## config.mk

```make
export PLATFORM = sky130hd
export DESIGN_NAME = generational_handle_pool_core
export DESIGN_NICKNAME = d
export VERILOG_FILES = /design/src/hdl/ghp_pkg.sv /design/src/hdl/ghp_ram.sv /design/src/hdl/generational_handle_pool_core.sv
export SDC_FILE = /design/constraint.sdc
export NUM_CORES = 1
export LEC_CHECK = 0
export ABC_AREA = 1
export BUFFER_PORTS_ARGS = -buffer_cell sky130_fd_sc_hd__buf_2
export CAP_MARGIN = 20
export CORE_ASPECT_RATIO = 0.6
export CORE_MARGIN = 2
export CORE_UTILIZATION = 35
export DETAILED_ROUTE_END_ITERATION = 8
export SLEW_MARGIN = 15
export SYNTH_ARGS = -nofsm -noshare
export SYNTH_HDL_FRONTEND = slang
export SYNTH_HIERARCHICAL = 1
export SYNTH_SLANG_ARGS = --single-unit
```

## constraint.sdc

```tcl
create_clock -name clock -period 11.15 [get_ports clock]
set_input_delay 1.115 -clock clock [delete_from_list [all_inputs] [get_ports clock]]
set_output_delay 1.115 -clock clock [all_outputs]
set_load 0.02 [all_outputs]
```

## src/hdl/ghp_pkg.sv

```systemverilog
// ----------------------------------------------------------------------------
// Generational handle pool package
// Shared payload types, operation and status codes, and field widths.
// ----------------------------------------------------------------------------
package ghp_pkg;

   localparam int DEFAULT_NUM_SLOTS = 4;
   localparam int HANDLE_W          = 32;
   localparam int LOW_W             = 16;
   localparam int SEQ_W             = 15;

   typedef enum logic [1:0] {
      KIND_CREATE   = 2'd0,
      KIND_DESTROY  = 2'd1,
      KIND_VALIDATE = 2'd2,
      KIND_CHECK    = 2'd3
   } kind_type;

   typedef enum logic [1:0] {
      STATUS_OK      = 2'd0,
      STATUS_FULL    = 2'd1,
      STATUS_INVALID = 2'd2,
      STATUS_UNUSED  = 2'd3
   } status_type;

   typedef struct packed {
      logic [1:0]          kind;
      logic [HANDLE_W-1:0] handle;
   } req_type;

   typedef struct packed {
      logic [HANDLE_W-1:0] new_handle;
      logic [1:0]          status;
      logic [1:0]          slot;
   } rsp_type;

   typedef struct packed {
      logic             in_use;
      logic [SEQ_W-1:0] seq;
   } slot_entry_type;

endpackage

```

## src/hdl/ghp_ram.sv

```systemverilog
// ----------------------------------------------------------------------------
// Generational handle pool RAM
// Simple dual-port synchronous RAM with one write port and one registered
// read port.
// ----------------------------------------------------------------------------
module ghp_ram #(
   parameter int WIDTH = 16,
   parameter int DEPTH = 4,
   parameter int ADDR_W = (DEPTH > 1) ? $clog2(DEPTH) : 1
) (
   input  logic              clock,
   input  logic              wr_en,
   input  logic [ADDR_W-1:0] wr_addr,
   input  logic [WIDTH-1:0]  wr_data,
   input  logic              rd_en,
   input  logic [ADDR_W-1:0] rd_addr,
   output logic [WIDTH-1:0]  rd_data
);

   logic [WIDTH-1:0] mem_ff [DEPTH];
   logic [WIDTH-1:0] rd_data_ff;

   always_ff @(posedge clock) begin
      if (wr_en) begin
         mem_ff[wr_addr] <= wr_data;
      end
   end

   always_ff @(posedge clock) begin
      if (rd_en) begin
         rd_data_ff <= mem_ff[rd_addr];
      end
   end

   assign rd_data = rd_data_ff;

endmodule

```

## src/hdl/generational_handle_pool_core.sv

```systemverilog
// ----------------------------------------------------------------------------
// Generational handle pool core
// Allocates, releases and checks 32-bit generational handles for a pool of
// NUM_SLOTS slots.
// ----------------------------------------------------------------------------
// After reset the block sweeps both RAMs, one slot per cycle, so it takes no
// request until the sweep is done. It then works on one request at a time:
// destroy, validate and check pass from accept with the slot RAM read to the
// response and, for destroy, the write-back; a successful create first reads
// the free stack RAM, as that slot must be known before the slot RAM is read.
// A finished response waits in an output register, so the next request is
// taken while the previous response is still stalled.
module generational_handle_pool_core #(
   parameter int NUM_SLOTS = ghp_pkg::DEFAULT_NUM_SLOTS
) (
   input  logic             clock,
   input  logic             reset,
   input  logic             req_valid,
   output logic             req_stall,
   input  ghp_pkg::req_type req_payload,
   output logic             rsp_valid,
   input  logic             rsp_stall,
   output ghp_pkg::rsp_type rsp_payload
);

   import ghp_pkg::*;

   localparam int SLOT_W  = (NUM_SLOTS > 1) ? $clog2(NUM_SLOTS) : 1;
   localparam int CNT_W   = $clog2(NUM_SLOTS + 1);
   localparam int ENTRY_W = $bits(slot_entry_type);

   typedef enum logic [3:0] {
      ST_CLEAR  = 4'b0001,
      ST_IDLE   = 4'b0010,
      ST_STACK  = 4'b0100,
      ST_FINISH = 4'b1000
   } state_type;

   state_type          state_ff, state_in;
   logic [SLOT_W-1:0]  clr_idx_ff, clr_idx_in;
   logic [CNT_W-1:0]   free_count_ff, free_count_in;
   req_type            req_ff, req_in;
   logic [SLOT_W-1:0]  slot_ff, slot_in;
   rsp_type            rsp_ff, rsp_in;
   logic               rsp_valid_ff, rsp_valid_in;

   logic               slot_wr_en, slot_rd_en;
   logic [SLOT_W-1:0]  slot_wr_addr, slot_rd_addr;
   slot_entry_type     slot_wr_data;
   logic [ENTRY_W-1:0] slot_rd_raw;
   slot_entry_type     slot_rd;

   logic               stack_wr_en, stack_rd_en;
   logic [SLOT_W-1:0]  stack_wr_addr, stack_rd_addr;
   logic [SLOT_W-1:0]  stack_wr_data;
   logic [SLOT_W-1:0]  stack_rd_data;

   logic               accept;
   logic               finish;
   logic [LOW_W-1:0]   in_low;
   logic [LOW_W-1:0]   cur_low;
   logic               cur_in_range;
   logic               cur_seq_ok;
   logic               cur_valid;
   logic [SEQ_W-1:0]   seq_next;
   logic [SLOT_W+1:0]  slot_ext;

   assign slot_rd  = slot_entry_type'(slot_rd_raw);
   assign accept   = req_valid && !req_stall;
   assign finish   = (state_ff == ST_FINISH) && (!rsp_valid_ff || !rsp_stall);
   assign in_low   = req_payload.handle[LOW_W-1:0];
   assign cur_low  = req_ff.handle[LOW_W-1:0];

   // A handle names a slot when its low half is slot+1 for an existing slot.
   assign cur_in_range = (cur_low != '0) && (cur_low <= LOW_W'(NUM_SLOTS));
   // Bit 31 is never set in a stored sequence, so such a handle never matches.
   assign cur_seq_ok   = !req_ff.handle[HANDLE_W-1] &&
                         (req_ff.handle[HANDLE_W-2:LOW_W] == slot_rd.seq);
   assign cur_valid    = cur_in_range && cur_seq_ok;
   assign seq_next     = (slot_rd.seq == {SEQ_W{1'b1}}) ? SEQ_W'(1)
                                                        : slot_rd.seq + SEQ_W'(1);
   assign slot_ext     = {2'b00, slot_ff};

   assign req_stall   = (state_ff != ST_IDLE);
   assign rsp_valid   = rsp_valid_ff;
   assign rsp_payload = rsp_ff;

   always_comb begin
      state_in      = state_ff;
      clr_idx_in    = clr_idx_ff;
      free_count_in = free_count_ff;
      req_in        = req_ff;
      slot_in       = slot_ff;
      rsp_in        = rsp_ff;
      rsp_valid_in  = rsp_valid_ff && rsp_stall;

      slot_wr_en    = 1'b0;
      slot_wr_addr  = slot_ff;
      slot_wr_data  = '0;
      slot_rd_en    = 1'b0;
      slot_rd_addr  = slot_ff;
      stack_wr_en   = 1'b0;
      stack_wr_addr = free_count_ff[SLOT_W-1:0];
      stack_wr_data = slot_ff;
      stack_rd_en   = 1'b0;
      stack_rd_addr = SLOT_W'(free_count_ff - CNT_W'(1));

      unique case (state_ff)
         ST_CLEAR: begin
            // The stack is filled so that slot 0 ends up on top.
            slot_wr_en    = 1'b1;
            slot_wr_addr  = clr_idx_ff;
            slot_wr_data  = '0;
            stack_wr_en   = 1'b1;
            stack_wr_addr = clr_idx_ff;
            stack_wr_data = SLOT_W'(NUM_SLOTS - 1) - clr_idx_ff;
            clr_idx_in    = clr_idx_ff + SLOT_W'(1);
            if (clr_idx_ff == SLOT_W'(NUM_SLOTS - 1)) begin
               state_in = ST_IDLE;
            end
         end
         ST_IDLE: begin
            if (accept) begin
               req_in = req_payload;
               if (req_payload.kind == KIND_CREATE) begin
                  if (free_count_ff != '0) begin
                     stack_rd_en = 1'b1;
                     state_in    = ST_STACK;
                  end else begin
                     state_in = ST_FINISH;
                  end
               end else begin
                  slot_in      = SLOT_W'(in_low - LOW_W'(1));
                  slot_rd_en   = 1'b1;
                  slot_rd_addr = SLOT_W'(in_low - LOW_W'(1));
                  state_in     = ST_FINISH;
               end
            end
         end
         ST_STACK: begin
            slot_in      = stack_rd_data;
            slot_rd_en   = 1'b1;
            slot_rd_addr = stack_rd_data;
            state_in     = ST_FINISH;
         end
         ST_FINISH: begin
            if (finish) begin
               rsp_valid_in      = 1'b1;
               rsp_in.new_handle = '0;
               rsp_in.status     = STATUS_OK;
               rsp_in.slot       = slot_ext[1:0];
               state_in          = ST_IDLE;
               priority if (req_ff.kind == KIND_CREATE) begin
                  if (free_count_ff == '0) begin
                     rsp_in.status = STATUS_FULL;
                     rsp_in.slot   = 2'b00;
                  end else begin
                     rsp_in.new_handle = {1'b0, slot_rd.seq,
                                          LOW_W'(slot_ff) + LOW_W'(1)};
                     slot_wr_en          = 1'b1;
                     slot_wr_data.in_use = 1'b1;
                     slot_wr_data.seq    = slot_rd.seq;
                     free_count_in       = free_count_ff - CNT_W'(1);
                  end
               end else if (req_ff.kind == KIND_DESTROY) begin
                  if (!cur_valid) begin
                     rsp_in.status = STATUS_INVALID;
                     rsp_in.slot   = 2'b00;
                  end else begin
                     slot_wr_en          = 1'b1;
                     slot_wr_data.in_use = 1'b0;
                     slot_wr_data.seq    = seq_next;
                     // Only a slot that is in use goes back on the free stack.
                     if (slot_rd.in_use && (free_count_ff < CNT_W'(NUM_SLOTS))) begin
                        stack_wr_en   = 1'b1;
                        stack_wr_addr = free_count_ff[SLOT_W-1:0];
                        stack_wr_data = slot_ff;
                        free_count_in = free_count_ff + CNT_W'(1);
                     end
                  end
               end else begin
                  if (!cur_valid) begin
                     rsp_in.status = STATUS_INVALID;
                     rsp_in.slot   = 2'b00;
                  end
               end
            end
         end
         default: begin
            state_in = ST_CLEAR;
         end
      endcase
   end

   always_ff @(posedge clock) begin
      if (reset) begin
         state_ff      <= ST_CLEAR;
         clr_idx_ff    <= '0;
         free_count_ff <= CNT_W'(NUM_SLOTS);
         rsp_valid_ff  <= 1'b0;
      end else begin
         state_ff      <= state_in;
         clr_idx_ff    <= clr_idx_in;
         free_count_ff <= free_count_in;
         rsp_valid_ff  <= rsp_valid_in;
      end
   end

   always_ff @(posedge clock) begin
      req_ff  <= req_in;
      slot_ff <= slot_in;
      rsp_ff  <= rsp_in;
   end

   ghp_ram #(
      .WIDTH (ENTRY_W),
      .DEPTH (NUM_SLOTS),
      .ADDR_W(SLOT_W)
   ) u_slot_ram (
      .clock  (clock),
      .wr_en  (slot_wr_en),
      .wr_addr(slot_wr_addr),
      .wr_data(ENTRY_W'(slot_wr_data)),
      .rd_en  (slot_rd_en),
      .rd_addr(slot_rd_addr),
      .rd_data(slot_rd_raw)
   );

   ghp_ram #(
      .WIDTH (SLOT_W),
      .DEPTH (NUM_SLOTS),
      .ADDR_W(SLOT_W)
   ) u_stack_ram (
      .clock  (clock),
      .wr_en  (stack_wr_en),
      .wr_addr(stack_wr_addr),
      .wr_data(stack_wr_data),
      .rd_en  (stack_rd_en),
      .rd_addr(stack_rd_addr),
      .rd_data(stack_rd_data)
   );

endmodule
```

==> flow_summary.toml <==
[timing]
finalHoldViolations = 0
setup_ws_ns = 7.285
finalSetupTns_ns = 0
drv_slew = 0
fin_skew_ns = 0.01263
rsz0062_at_grt = "no"
holdWs_ns = 0.5231
max_slew_margin_pct = 32.63
period_minus_slack_ns = 3.865
max_freq_mhz = 258.7
worst-slew-pin-transition_ns = 1.008
period_share_pct = 34.67
setup_viol = 0

[yosys]
synth_edf_count = 146
avgSynthCellArea_um2 = 10.06
yosysWarnings = 6
synth_flop_cell = "edfxtp_1"
yosysSeqAreaShare_pct = 62.63
post_synth_instance_area_um2 = 7383
async_flop_share_pct = 0
synthCells = 734
ys_ff_latch = 158
yosys.cell_types.count = 36

[routing]
drt_iter0_markers = 413
viasPerCell = 4.518
drt_wl_total_um = 16890
wire_per_inst_um = 15.41
antenna_left = 0
dr_total_vias = 4952
dr.pass1.iters = 6
drc_errors = 0

[setup_path]
path_class = "flip-flop to flip-flop"
cp.arrival_ns = 4.05
end_kind = "flip-flop"
path_cells = "nor2_1 -> nand3_1 -> nor2_4 -> nand2_1 -> nand2_1 -> o221ai_2 -> buf_4 -> inv_4 -> nand2_1 -> nand3_1 -> nand2_1"
required_ns = 11.33
cp_top_family = "simple AND/OR/NAND/NOR gates"
crit_path_top_delay_cell = "nor2_4"
crit_path_max_fanout = 36
cpPeakStageDelay_ns = 0.85
critPathLaunchType = "flip-flop"
crit_buf_inv = 2
crit_top_cell = "nand2_1"

[power_and_ir_drop]
power.switching_uw = 689.7
power_density_nw_per_um2 = 241.6
p_clk_share_pct = 29.3
p_comb_share_pct = 26.1
leakage_nw = 3.605
swShare_pct = 33.43
internal-power_mw = 1.374
power_frac_seq_pct = 44.6
ir_drop_uv = 144.8

[placement]
gp_congestion = 0.8658
portBuffers = 61
placed_cells = 1064
dpl_worst_slack_ns = 6.831
dp_hpwl_um = 11820

[floorplanning]
fp.dieH_um = 116.5
dieArea_um2 = 22310
num_rows = 41
core_um2 = 20830
num_io_pins = 76
die_x_um = 191.5
floorplan.initialDensity_pct = 35.45

[layout]
n_antenna_cell = 0
final_cell_mix = "nand2_1, edfxtp_1, inv_1"
syn2layout_area_growth_pct = 15.66
num-nets-final = 848
final_core_util_pct = 41.00
fin_cells = 1096
drive_above_1_share_pct = 18.97
final_common_cell = "nand2_1"

[grt]
grt_start_max_net_pins = 37
use_met3_pct = 4.567
grt_usage_pct = 15.83
met1_usage_pct = 25.88
grt_pass1_vias = 4565
busiest_layer = "met1"
grt_pass1_wl_um = 26020
grt.overflow.total = 0
antenna_found_initial = 0
grt_use_met2_pct = 19.40

[clock_tree]
cts_resized = 0
cts_tree = "done"
cts_hold_buf = 0
cts_max_level = 4
post_cts_buffers = 0
clkLatencyLatePin_ns = 0.43
clk_path_buf_depth = 2
cts-root-buf = "clkbuf_16"
clkTransAtPathRegs_ns = 0.07
cts_buffers = 17
clock-sinks = 158

[hold_path]
min_path_type = "flip-flop to flip-flop"

[status]
status = "completed"

[flow_run]
drv_cap = 0
-- final timing paths --
check,startpoint,end,slack [ns],cells after the start
worst max-delay path,state_ff[2]$_SDFFE_PP0P_,u_slot_ram/rd_data[2]$_DFFE_PP_,7.28,11
worst min-delay path,clr_idx_ff[1]$_SDFFE_PP0P_,clr_idx_ff[1]$_SDFFE_PP0P_,0.52,2
worst max register to register,state_ff[2]$_SDFFE_PP0P_,u_slot_ram/rd_data[2]$_DFFE_PP_,7.28,11
worst min register to register,clr_idx_ff[1]$_SDFFE_PP0P_,clr_idx_ff[1]$_SDFFE_PP0P_,0.52,2
-- synthesized netlist by cell type (2+ instances only) --
master | number | area (um2)
buf_2 | 2 | 10.01
nand3_1 | 46 | 230.2
ha_1 | 6 | 75.07
nor3_4 | 2 | 32.53
nand3_2 | 10 | 100.1
or2_2 | 2 | 12.51
a21oi_2 | 10 | 87.58
a21oi_1 | 8 | 40.04
buf_6 | 7 | 78.83
xnor2_1 | 2 | 17.52
nand2_2 | 7 | 43.79
edfxtp_1 | 146 | 4384
o21ai_0 | 14 | 70.07
inv_1 | 138 | 518.0
nor2_4 | 4 | 45.04
dfxtp_1 | 12 | 240.2
nand4_1 | 10 | 62.56
nor2_2 | 2 | 12.51
nand2_1 | 176 | 660.6
a31oi_1 | 3 | 18.77
buf_4 | 17 | 127.6
nor2_1 | 64 | 240.2
nor3_1 | 16 | 80.08
inv_2 | 14 | 52.55
xor2_1 | 5 | 43.79
-- final cells by class --
| class | instances | area [um2] |
|---|---|---|
| well taps | 279 | 349.1 |
| repair buffers | 65 | 335.3 |
| inverters | 153 | 576.8 |
| fillers | 2018 | 12290 |
| clock inverters | 14 | 183.9 |
| multi-input cells | 409 | 2041 |
| flip-flops and latches | 158 | 4624 |
| clock buffers | 18 | 429.2 |
-- registers in the layout, summed over array words and instances (netlist names) --
signal and cells:
state_ff 4, clr_idx_ff 2, req_ff 18, u_stack_ram/mem_ff 8, u_slot_ram/mem_ff 64, rsp_payload 22
u_slot_ram/rd_data 16, rsp_valid 1, u_stack_ram/rd_data 2, free_count_ff 3, slot_ff 2, cur_low 16
-- stage by stage --
stage | area, um2 | power [mW]
finish | 8539 | 2.063
global route | 8539 | 2.189
CTS | 8539 | 2.078
detailed placement | 7926 | 1.472
global placement | 7926 | 1.463
floorplan | 7432 | 1.303
-- kinds of logic (layout without fill, tap and decap cells) --
group	count (synthesis)	count (layout)	synth area share, %
xor gates and xnor gates	7	7	0.8304
AOI/OAI and AO/OA	40	40	3.440
adders and majority gates	6	6	1.017
other	1	14	0.05079
DFF	158	158	62.63
buffers and inverters	180	250	11.02
and+or+nand+nor	342	342	21.01
-- layer usage --
metal / vias to the layer above / wire, um
met2: 195 / 6122
met3: 15 / 1556
met5: - / 0
met4: 0 / 150
met1: 2267 / 9062
li1: 2475 / -
-- power by group through the flow --
stage               combinational [mW]  clock (mW)  sequential, mW
floorplan                        0.380           0           0.924
global placement                 0.535           0           0.928
detailed placement               0.539           0           0.932
CTS                              0.541       0.617           0.920
global route                     0.614       0.642           0.933
finish                           0.540       0.604           0.920
-- worst register-to-register path, stage by stage, from the launching register on --
cell      delay [ns]
dfxtp_1         0.34
nor2_1          0.20
nand3_1         0.29
nor2_4          0.85
nand2_1         0.27
nand2_1         0.67
o221ai_2        0.16
buf_4           0.29
inv_4           0.30
nand2_1         0.11
nand3_1         0.09
nand2_1         0.05
Note: power is estimated with default switching activity, not from simulation.
